`src/rtl/coalescing_extent_free_list_macros.svh`:
```
// assertion macros used by the datapath rtl file
// each expects clk and rst_n in the scope of its use
`ifndef COALESCING_EXTENT_FREE_LIST_MACROS_SVH
`define COALESCING_EXTENT_FREE_LIST_MACROS_SVH

`ifndef SYNTHESIS

// same-cycle implication
`define CEFL_ASSERT_NOW(lbl, ante, cons) \
  lbl: assert property (@(posedge clk) disable iff (!rst_n) (ante) |-> (cons)) \
    else $error("assertion failed");

// next-cycle implication
`define CEFL_ASSERT_NEXT(lbl, ante, cons) \
  lbl: assert property (@(posedge clk) disable iff (!rst_n) (ante) |=> (cons)) \
    else $error("assertion failed");

`else

`define CEFL_ASSERT_NOW(lbl, ante, cons)
`define CEFL_ASSERT_NEXT(lbl, ante, cons)

`endif

`endif

```
`src/rtl/cefl_pkg.sv`:
```
`timescale 1ns / 1ps

package cefl_pkg;

  localparam int MAX_EXTENTS = 64;
  localparam int IDX_W       = $clog2(MAX_EXTENTS);
  localparam int CNT_W       = $clog2(MAX_EXTENTS + 1);
  localparam int PTR_W       = CNT_W + 2;
  localparam int VAL_W       = 63;
  localparam int KIND_W      = 2;
  localparam int IN_IDX_W    = 6;
  localparam int OUT_IDX_W   = 6;
  localparam int OUT_CNT_W   = 7;
  localparam int IN_DATA_W   = 136;
  localparam int OUT_DATA_W  = 16;

  localparam logic [KIND_W-1:0] KIND_ADD  = 2'd0;
  localparam logic [KIND_W-1:0] KIND_TAKE = 2'd1;
  localparam logic [KIND_W-1:0] KIND_FIND = 2'd2;

  typedef enum logic [4:0] {
    S_IDLE, S_DISPATCH, S_ADD_TEST, S_ADD_CMP, S_INS_CHK, S_BS_TEST, S_BS_CMP,
    S_SH_TEST, S_SH_WR, S_TAKE_CMP, S_DR_TEST, S_DR_WR, S_FD_TEST, S_FD_CMP,
    S_CO_A_TEST, S_CO_A_LD, S_CO_B_TEST, S_CO_B_CMP, S_DONE
  } ctl_state_t;

  typedef enum logic [4:0] {
    DP_NOP, DP_LOAD, DP_RD_K, DP_RD_KM1, DP_RD_KP1, DP_RD_IDX, DP_RD_MID, DP_RD_A,
    DP_K_CLR, DP_K_INC, DP_K_CNT, DP_MERGE_ADD, DP_BS_INIT, DP_BS_LO, DP_BS_HI,
    DP_SH_WR, DP_INS_WR, DP_TAKE_WR, DP_DROP_INIT, DP_DR_WR, DP_CNT_DEC,
    DP_FD_STEP, DP_A_LD, DP_A_INC, DP_CO_HEAD, DP_CO_TAIL, DP_EMIT
  } dp_op_t;

  typedef struct packed {
    dp_op_t op;
  } dp_cmd_t;

  typedef struct packed {
    logic [KIND_W-1:0] kind;
    logic ovf;
    logic idx_ge_cnt;
    logic k_ge_cnt;
    logic kp1_lt_cnt;
    logic k_gt_lo;
    logic full;
    logic lo_gt_hi;
    logic s_gt_mid;
    logic s_lt_mid;
    logic add_tail;
    logic add_head;
    logic take_lt;
    logic take_eq;
    logic co_head;
    logic co_tail;
    logic a_lt_cnt;
    logic out_free;
  } dp_status_t;

endpackage

```
`src/rtl/cefl_ctrl.sv`:
```
`timescale 1ns / 1ps

module cefl_ctrl (
  input  logic                clk,
  input  logic                rst_n,
  input  logic                in_tvalid,
  output logic                in_tready,
  input  cefl_pkg::dp_status_t st,
  output cefl_pkg::dp_cmd_t    cmd
);

  cefl_pkg::ctl_state_t state_r, state_nxt;
  logic ret_coal_r, ret_coal_nxt;

  always_ff @(posedge clk) begin
    if (!rst_n) begin
      state_r    <= cefl_pkg::S_IDLE;
      ret_coal_r <= 1'b0;
    end else begin
      state_r    <= state_nxt;
      ret_coal_r <= ret_coal_nxt;
    end
  end

  always_comb begin
    state_nxt    = state_r;
    ret_coal_nxt = ret_coal_r;
    cmd.op       = cefl_pkg::DP_NOP;
    in_tready    = 1'b0;
    case (state_r)
      cefl_pkg::S_IDLE: begin
        in_tready = 1'b1;
        if (in_tvalid) begin
          cmd.op    = cefl_pkg::DP_LOAD;
          state_nxt = cefl_pkg::S_DISPATCH;
        end
      end
      cefl_pkg::S_DISPATCH: begin
        case (st.kind)
          cefl_pkg::KIND_ADD: begin
            if (st.ovf) state_nxt = cefl_pkg::S_DONE;
            else begin
              cmd.op    = cefl_pkg::DP_K_CLR;
              state_nxt = cefl_pkg::S_ADD_TEST;
            end
          end
          cefl_pkg::KIND_TAKE: begin
            if (st.idx_ge_cnt) state_nxt = cefl_pkg::S_DONE;
            else begin
              cmd.op    = cefl_pkg::DP_RD_IDX;
              state_nxt = cefl_pkg::S_TAKE_CMP;
            end
          end
          cefl_pkg::KIND_FIND: begin
            cmd.op    = cefl_pkg::DP_K_CLR;
            state_nxt = cefl_pkg::S_FD_TEST;
          end
          default: state_nxt = cefl_pkg::S_DONE;
        endcase
      end
      cefl_pkg::S_ADD_TEST: begin
        if (st.k_ge_cnt) state_nxt = cefl_pkg::S_INS_CHK;
        else begin
          cmd.op    = cefl_pkg::DP_RD_K;
          state_nxt = cefl_pkg::S_ADD_CMP;
        end
      end
      cefl_pkg::S_ADD_CMP: begin
        if (st.add_tail || st.add_head) begin
          cmd.op    = cefl_pkg::DP_MERGE_ADD;
          state_nxt = cefl_pkg::S_CO_A_TEST;
        end else begin
          cmd.op    = cefl_pkg::DP_K_INC;
          state_nxt = cefl_pkg::S_ADD_TEST;
        end
      end
      cefl_pkg::S_INS_CHK: begin
        if (st.full) state_nxt = cefl_pkg::S_DONE;
        else begin
          cmd.op    = cefl_pkg::DP_BS_INIT;
          state_nxt = cefl_pkg::S_BS_TEST;
        end
      end
      cefl_pkg::S_BS_TEST: begin
        if (st.lo_gt_hi) begin
          cmd.op    = cefl_pkg::DP_K_CNT;
          state_nxt = cefl_pkg::S_SH_TEST;
        end else begin
          cmd.op    = cefl_pkg::DP_RD_MID;
          state_nxt = cefl_pkg::S_BS_CMP;
        end
      end
      cefl_pkg::S_BS_CMP: begin
        if (st.s_gt_mid) begin
          cmd.op    = cefl_pkg::DP_BS_LO;
          state_nxt = cefl_pkg::S_BS_TEST;
        end else if (st.s_lt_mid) begin
          cmd.op    = cefl_pkg::DP_BS_HI;
          state_nxt = cefl_pkg::S_BS_TEST;
        end else begin
          state_nxt = cefl_pkg::S_DONE;
        end
      end
      cefl_pkg::S_SH_TEST: begin
        if (st.k_gt_lo) begin
          cmd.op    = cefl_pkg::DP_RD_KM1;
          state_nxt = cefl_pkg::S_SH_WR;
        end else begin
          cmd.op    = cefl_pkg::DP_INS_WR;
          state_nxt = cefl_pkg::S_DONE;
        end
      end
      cefl_pkg::S_SH_WR: begin
        cmd.op    = cefl_pkg::DP_SH_WR;
        state_nxt = cefl_pkg::S_SH_TEST;
      end
      cefl_pkg::S_TAKE_CMP: begin
        if (st.take_lt) state_nxt = cefl_pkg::S_DONE;
        else if (st.take_eq) begin
          cmd.op       = cefl_pkg::DP_DROP_INIT;
          ret_coal_nxt = 1'b0;
          state_nxt    = cefl_pkg::S_DR_TEST;
        end else begin
          cmd.op    = cefl_pkg::DP_TAKE_WR;
          state_nxt = cefl_pkg::S_DONE;
        end
      end
      cefl_pkg::S_DR_TEST: begin
        if (st.kp1_lt_cnt) begin
          cmd.op    = cefl_pkg::DP_RD_KP1;
          state_nxt = cefl_pkg::S_DR_WR;
        end else begin
          cmd.op    = cefl_pkg::DP_CNT_DEC;
          state_nxt = ret_coal_r ? cefl_pkg::S_CO_A_TEST : cefl_pkg::S_DONE;
        end
      end
      cefl_pkg::S_DR_WR: begin
        cmd.op    = cefl_pkg::DP_DR_WR;
        state_nxt = cefl_pkg::S_DR_TEST;
      end
      cefl_pkg::S_FD_TEST: begin
        if (st.k_ge_cnt) state_nxt = cefl_pkg::S_DONE;
        else begin
          cmd.op    = cefl_pkg::DP_RD_K;
          state_nxt = cefl_pkg::S_FD_CMP;
        end
      end
      cefl_pkg::S_FD_CMP: begin
        cmd.op    = cefl_pkg::DP_FD_STEP;
        state_nxt = cefl_pkg::S_FD_TEST;
      end
      cefl_pkg::S_CO_A_TEST: begin
        if (st.a_lt_cnt) begin
          cmd.op    = cefl_pkg::DP_RD_A;
          state_nxt = cefl_pkg::S_CO_A_LD;
        end else begin
          state_nxt = cefl_pkg::S_DONE;
        end
      end
      cefl_pkg::S_CO_A_LD: begin
        cmd.op    = cefl_pkg::DP_A_LD;
        state_nxt = cefl_pkg::S_CO_B_TEST;
      end
      cefl_pkg::S_CO_B_TEST: begin
        if (!st.k_ge_cnt) begin
          cmd.op    = cefl_pkg::DP_RD_K;
          state_nxt = cefl_pkg::S_CO_B_CMP;
        end else begin
          cmd.op    = cefl_pkg::DP_A_INC;
          state_nxt = cefl_pkg::S_CO_A_TEST;
        end
      end
      cefl_pkg::S_CO_B_CMP: begin
        if (st.co_head) begin
          cmd.op       = cefl_pkg::DP_CO_HEAD;
          ret_coal_nxt = 1'b1;
          state_nxt    = cefl_pkg::S_DR_TEST;
        end else if (st.co_tail) begin
          cmd.op       = cefl_pkg::DP_CO_TAIL;
          ret_coal_nxt = 1'b1;
          state_nxt    = cefl_pkg::S_DR_TEST;
        end else begin
          cmd.op    = cefl_pkg::DP_K_INC;
          state_nxt = cefl_pkg::S_CO_B_TEST;
        end
      end
      cefl_pkg::S_DONE: begin
        if (st.out_free) begin
          cmd.op    = cefl_pkg::DP_EMIT;
          state_nxt = cefl_pkg::S_IDLE;
        end
      end
      default: state_nxt = cefl_pkg::S_IDLE;
    endcase
  end

endmodule

```
`config.mk`:
```
export PLATFORM = sky130hd
export DESIGN_NAME = cefl_ctrl
export DESIGN_NICKNAME = d
export VERILOG_FILES = /design/src/rtl/coalescing_extent_free_list_macros.svh /design/src/rtl/cefl_pkg.sv /design/src/rtl/cefl_ctrl.sv
export SDC_FILE = /design/constraint.sdc
export NUM_CORES = 1
export LEC_CHECK = 0
export BUFFER_PORTS_ARGS = -buffer_cell sky130_fd_sc_hd__clkbuf_2
export CAP_MARGIN = 10
export CORE_MARGIN = 4
export CORE_UTILIZATION = 50
export CTS_CLUSTER_DIAMETER = 30
export CTS_CLUSTER_SIZE = 40
export DETAILED_ROUTE_END_ITERATION = 8
export HOLD_SLACK_MARGIN = 0.05
export PLACE_DENSITY_LB_ADDON = 0.1
export SETUP_SLACK_MARGIN = 0.1
export SYNTH_ARGS = -nofsm -noshare
export SYNTH_HDL_FRONTEND = slang
export SYNTH_SLANG_ARGS = --single-unit
```
`constraint.sdc`:
```
create_clock -name clk -period 2.27 [get_ports clk]
set_clock_uncertainty 0.2 [all_clocks]
set_input_delay 0.227 -clock clk [delete_from_list [all_inputs] [get_ports clk]]
set_output_delay 0.227 -clock clk [all_outputs]
set_load 0.03 [all_outputs]
```
Word-level counts from Yosys, hierarchy flattened
Index checks and enable logic that the tools add are counted.
- register bits after elaboration: 6
- bits in latches: 0
- bits in writable memories: 0
- bits in read-only memories: 0
- output and inout port bits: 6
- word-level logic and storage cells: 82
- memories: 0
- add/sub/neg operators: 0
- multipliers: 0
- divide/modulo/power cells: 0
- $lt $le $gt $ge: 0
- equality and inequality tests: 25
- shifts and indexed selects: 0
- multiplexer cells: 48
- bitwise logic cells: 0
- reductions and logical operators: 7
- operators with widths (operator ; number):
    $mux 5 ; 24
    $pmux 5 s19 ; 1
    $pmux 5 s18 ; 1
    $eq 5x4->1 const B ; 8
    $mux 4 ; 6
    $eq 5x3->1 const B ; 4
    $eq 5x5->1 const B ; 3
    $pmux 5 s3 ; 1
    $pmux 4 s3 ; 1
    $eq 5x2->1 const B ; 2
    $mux 3 ; 3
    $ne 2x2->1 const B ; 4
    $mux 1 ; 7
    $mux 2 ; 3
    $eq 5x1->1 const B ; 1
    $logic_not 5->1 ; 1
    $reduce_and 4->1 ; 1
    $ne 3x3->1 const B ; 1
    $eq 2x1->1 const B ; 1
    $eq 2x2->1 const B ; 1
    $logic_not 2->1 ; 1
    $pmux 1 s2 ; 1
    $reduce_and 2->1 ; 1
    $reduce_bool 2->1 ; 1
    2 further kinds ; 2

Logic depth before layout (Yosys ltp)
- word-level depth: 3
- mapped depth: 8

Worst setup path before layout
OpenSTA, ideal clock, no wires.
- kind: register to output
- start: register state_r[1]
- end: output port cmd[2] (netlist name)
- arrival time: 1597 ps
- slack: 246 ps
- cell stages (with the launch flop): 8
- cell sequence: dfxtp_1 > buf_6 > buf_2 > and2_1 > o211ai_1 > o21ai_1 > a21oi_1 > o211ai_1
- RTL lines (element ; line ; text):
    from (decl) ; cefl_ctrl.sv:12 ; cefl_pkg::ctl_state_t state_r, state_nxt;
    from (signal assigned) ; cefl_ctrl.sv:17 ; state_r <= cefl_pkg::S_IDLE;
    from (signal assigned) ; cefl_ctrl.sv:20 ; state_r <= state_nxt;
    to (decl) ; cefl_ctrl.sv:9 ; output cefl_pkg::dp_cmd_t cmd

==> summary.md <==
| Metric | Value |
|---|---|
| Standard-cell row count | `16` |
| Initial drt markers | `131` |
| Vias | `approximately 1600` |
| Synth Area in Compound Gates | `34.7%` |
| Leak Pwr | `approximately 0.00065 uW` |
| Maximum fanout count along the critical path | `6` |
| Primary FF master, synth | `sky130_fd_sc_hd__dfxtp_1` |
| Slew at the pin with the worst max-slew slack | `approximately 0.44 ns` |
| Max-capacitance violation count | `0` |
| Placed wire-length estimate after detailed placement | `approximately 3000 um` |
| Final Net Count | `225` |
| Yosys synthesis warning count | `0` |
| Critical R2R Launch | `state_r[3]` |
| Number of port buffers | `27` |
| Cell at the root of the clock tree | `sky130_fd_sc_hd__clkbuf_4` |
| Average vias per placed instance | `between 6 and 7` |
| Worst hold path class | `in2reg` |
| Count of flip-flops with a built-in enable after synthesis | `0` |
| Combined area of all synthesized cells | `about 0.0010 mm2` |
| Final number of hold-violating endpoints | `0` |
| Average wire per cell in the routed design | `20.5 um` |
| Distinct cells, synth | `53` |
| Post-Syn Nets | `around 180` |
| Share of synthesized registers carrying an async set or reset | `0%` |
| Vias in the first global route | `1459` |
| Max Clock Freq | `between 400 and 500 MHz` |
| Kind of end point of the critical path | `output pin` |
| Wire length of the first global-routing pass | `7090 um` |
| Final critical-path share of the clock period | `102%` |
| Largest cells by area after synthesis | `sky130_fd_sc_hd__dfxtp_1 11%, sky130_fd_sc_hd__nor2_1 6.1%, sky130_fd_sc_hd__a21oi_1 5.7%, sky130_fd_sc_hd__nand3_1 5.7%, sky130_fd_sc_hd__nor3_1 4.3%` |
| Worst slew margin | `70.2%` |
| H-tree depth | `1` |
| Top-area cell type share of the netlist area | `11.4%` |
| Max incr delay on CP | `0.48 ns` |
| Chip height | `53.8 um` |
| Antenna violations before repair | `0` |
| Final max-slew violation count | `0` |
| Pwr per Cell Area | `1210 mW/mm2` |
| Setup repair after global routing missed its margin | `true` |
| Most used standard cell by instance count after synthesis | `sky130_fd_sc_hd__nor2_1` |
| Startpoint type of the worst setup path | `flop` |
| Most prevalent standard cell on the critical path | `sky130_fd_sc_hd__o211ai_1` |
| CP Data Arrival Time | `1.90 ns` |
| Floorplan core area | `slightly below 0.002 mm2` |
| Mean instance size in the synthesized netlist | `6.73 um2` |
| Proportion of synthesized area in mux cells | `under 10%` |
| Width of the die | `53.8 um` |
| Die area | `roughly 0.0029 mm2` |
| Synth cell count leaders | `17 x sky130_fd_sc_hd__nor2_1, 12 x sky130_fd_sc_hd__a21oi_1, 12 x sky130_fd_sc_hd__nand3_1` |
| Endpoints failing setup | `3` |
| Top Ports | `28` |
| Non-Filler Cell Area, Final | `0.00157 mm2` |
| CP Cell Sequence | `buf_6, or4b_1, o211ai_1, a21oi_1, o211ai_1, buf_4` |
| Area fraction in and, or, nand and nor cells after synthesis | `between 40% and 50%` |
| Final worst path period need | `2.32 ns` |
| Number of antenna cells inserted | `0` |
| Failing checks | `setup timing` |
| Remaining number of nets flagged by the antenna check after routing | `0` |
| Initial DRT Pass Iterations | `4` |
| Total gr overflow | `0` |
| Synthesized instance count | `156` |
| Cell Area, Placed | `0.00128 mm2` |
| First element of the critical path | `state_r[3]` |
| Adder-Cell Fraction of Synth Area | `0%` |
| Skew-Pair Late Insertion Delay | `0.24 ns` |
| Number of buffers created by CTS | `3` |
| Setup ws final | `-0.0537 ns` |
| Wire length reported by the detailed router | `4670 um` |
| Dominant combinational cell family by area after synthesis | `simple AND/OR/NAND/NOR gates` |
| Placer's final routability congestion estimate | `between 0.9 and 1` |
| Critical path type | `reg2out` |
| Largest net degree at the start of global routing | `18` |
| Part of the Yosys area used for sequential elements | `11.4%` |
| Share of post-route cells with drive strength above 1 | `44.3%` |
| Initial core utilization | `53.0%` |
| Status | `complete, but fails checks` |
| CTS tree | `yes` |
| Required time of the worst setup path | `1.84 ns` |
| CTS sink cnt | `6` |
| Largest area contributor in the netlist | `sky130_fd_sc_hd__dfxtp_1` |
| Fin Setup TNS | `-0.124 ns` |
| Clk pin slew, worst setup/hold paths | `0.04 ns` |
| Worst ir drop on vdd | `748 uV` |
| Growth of design area from synthesis to finish | `49.7%` |
| Hold path startpoint | `rst_n` |
| Number of flip-flops and latches in the synthesized netlist | `6` |
| GRT Resource Usage Total | `33.8%` |
| Cell with the biggest individual delay on the critical path | `sky130_fd_sc_hd__or4b_1` |
| # fillers | `122` |
| Count of unresolved DRC violations after routing | `0` |
| Post-Synth XOR/XNOR Area | `0.834%` |
| Maximum buffer depth of the clock tree | `2` |
## where the power goes
part	leakage, uW	switching (uW)	total, uW	internal (uW)
Combinational	0.000586	866	1590	720
Clock	0.0000138	36.1	95.8	59.6
Sequential	0.0000515	63.1	212	149
Total	0.000651	965	1890	929
## timing repair
item,CTS,global route
endpoints found under the setup margin,5,6
pin swaps,10,9
gates resized for setup,28,21
buffers inserted,7,4
hold buffers,0,0
cloned,1,0
## cell families (layout without fill, tap and decap cells)
logic type / count (synthesis) / count (layout)
buf+inv: 15 / 60
simple gates: 80 / 80
xor+xnor: 1 / 1
compound gates: 51 / 51
mux: 3 / 3
flops: 6 / 6
## layout by cell type (no fill, tap or decap), types with 5 or more instances in the layout
cell / n
sky130_fd_sc_hd__nor2b_1: 6
sky130_fd_sc_hd__nor2_1: 14
sky130_fd_sc_hd__buf_4: 22
sky130_fd_sc_hd__o211ai_1: 5
sky130_fd_sc_hd__clkbuf_2: 22
sky130_fd_sc_hd__o21ai_0: 7
sky130_fd_sc_hd__nand2_1: 9
sky130_fd_sc_hd__nand3_1: 11
sky130_fd_sc_hd__a21oi_1: 10
sky130_fd_sc_hd__nor3_1: 8
## worst max-delay path: cells and delay by family, from the launching register on
family                 cells  cell delay (ns)
AO/OA/AOI/OAI              3             0.52
buffers and inverters      2             0.31
flip-flops                 1             0.35
AND/OR/NAND/NOR            1             0.48
## final timing paths
kind                     end  slack (ns)  cells past startpoint
setup / recovery      cmd[2]       -0.05                      6
setup reg to reg  state_r[2]        0.14                      8
hold reg to reg   ret_coal_r        0.38                      2
hold / removal    state_r[2]        0.12                      2
## metrics by stage
stage                     hold slack, ns  util (%)  worst slack, ns  instances  total power [uW]
final                              0.120      79.3          -0.0537        228              1890
after global routing               0.123      79.3           -0.128        228              1990
after CTS                          0.101      74.2          -0.0140        224              1690
after detailed placement           0.365      64.6            0.129        214              1340
after global placement             0.358      64.6            0.147        214              1330
after floorplan                    0.155         -            0.246        156               982
## layout make-up
cell class	count	area [um2]	share of cell area [%]
Multi-Input combinational cell	135	946	60.2
Clock buffer	3	22.5	1.43
Sequential cell	6	133	8.44
Timing Repair Buffer	54	425	27.1
Inverter	3	11.3	0.717
Tap cell	27	33.8	2.15
## per-layer routing
layer	vias up	GRT usage (%)	wire, um
met5	-	0	0
met4	0	17.4	331
met3	44	8.03	696
met2	153	55.4	2060
met1	681	40.6	1580
li1	696	-	-
## flip-flops by register name, summed over array words and instances (netlist names)
register / flops
state_r: 5
ret_coal_r: 1
Power figures use the tool's default switching activity.
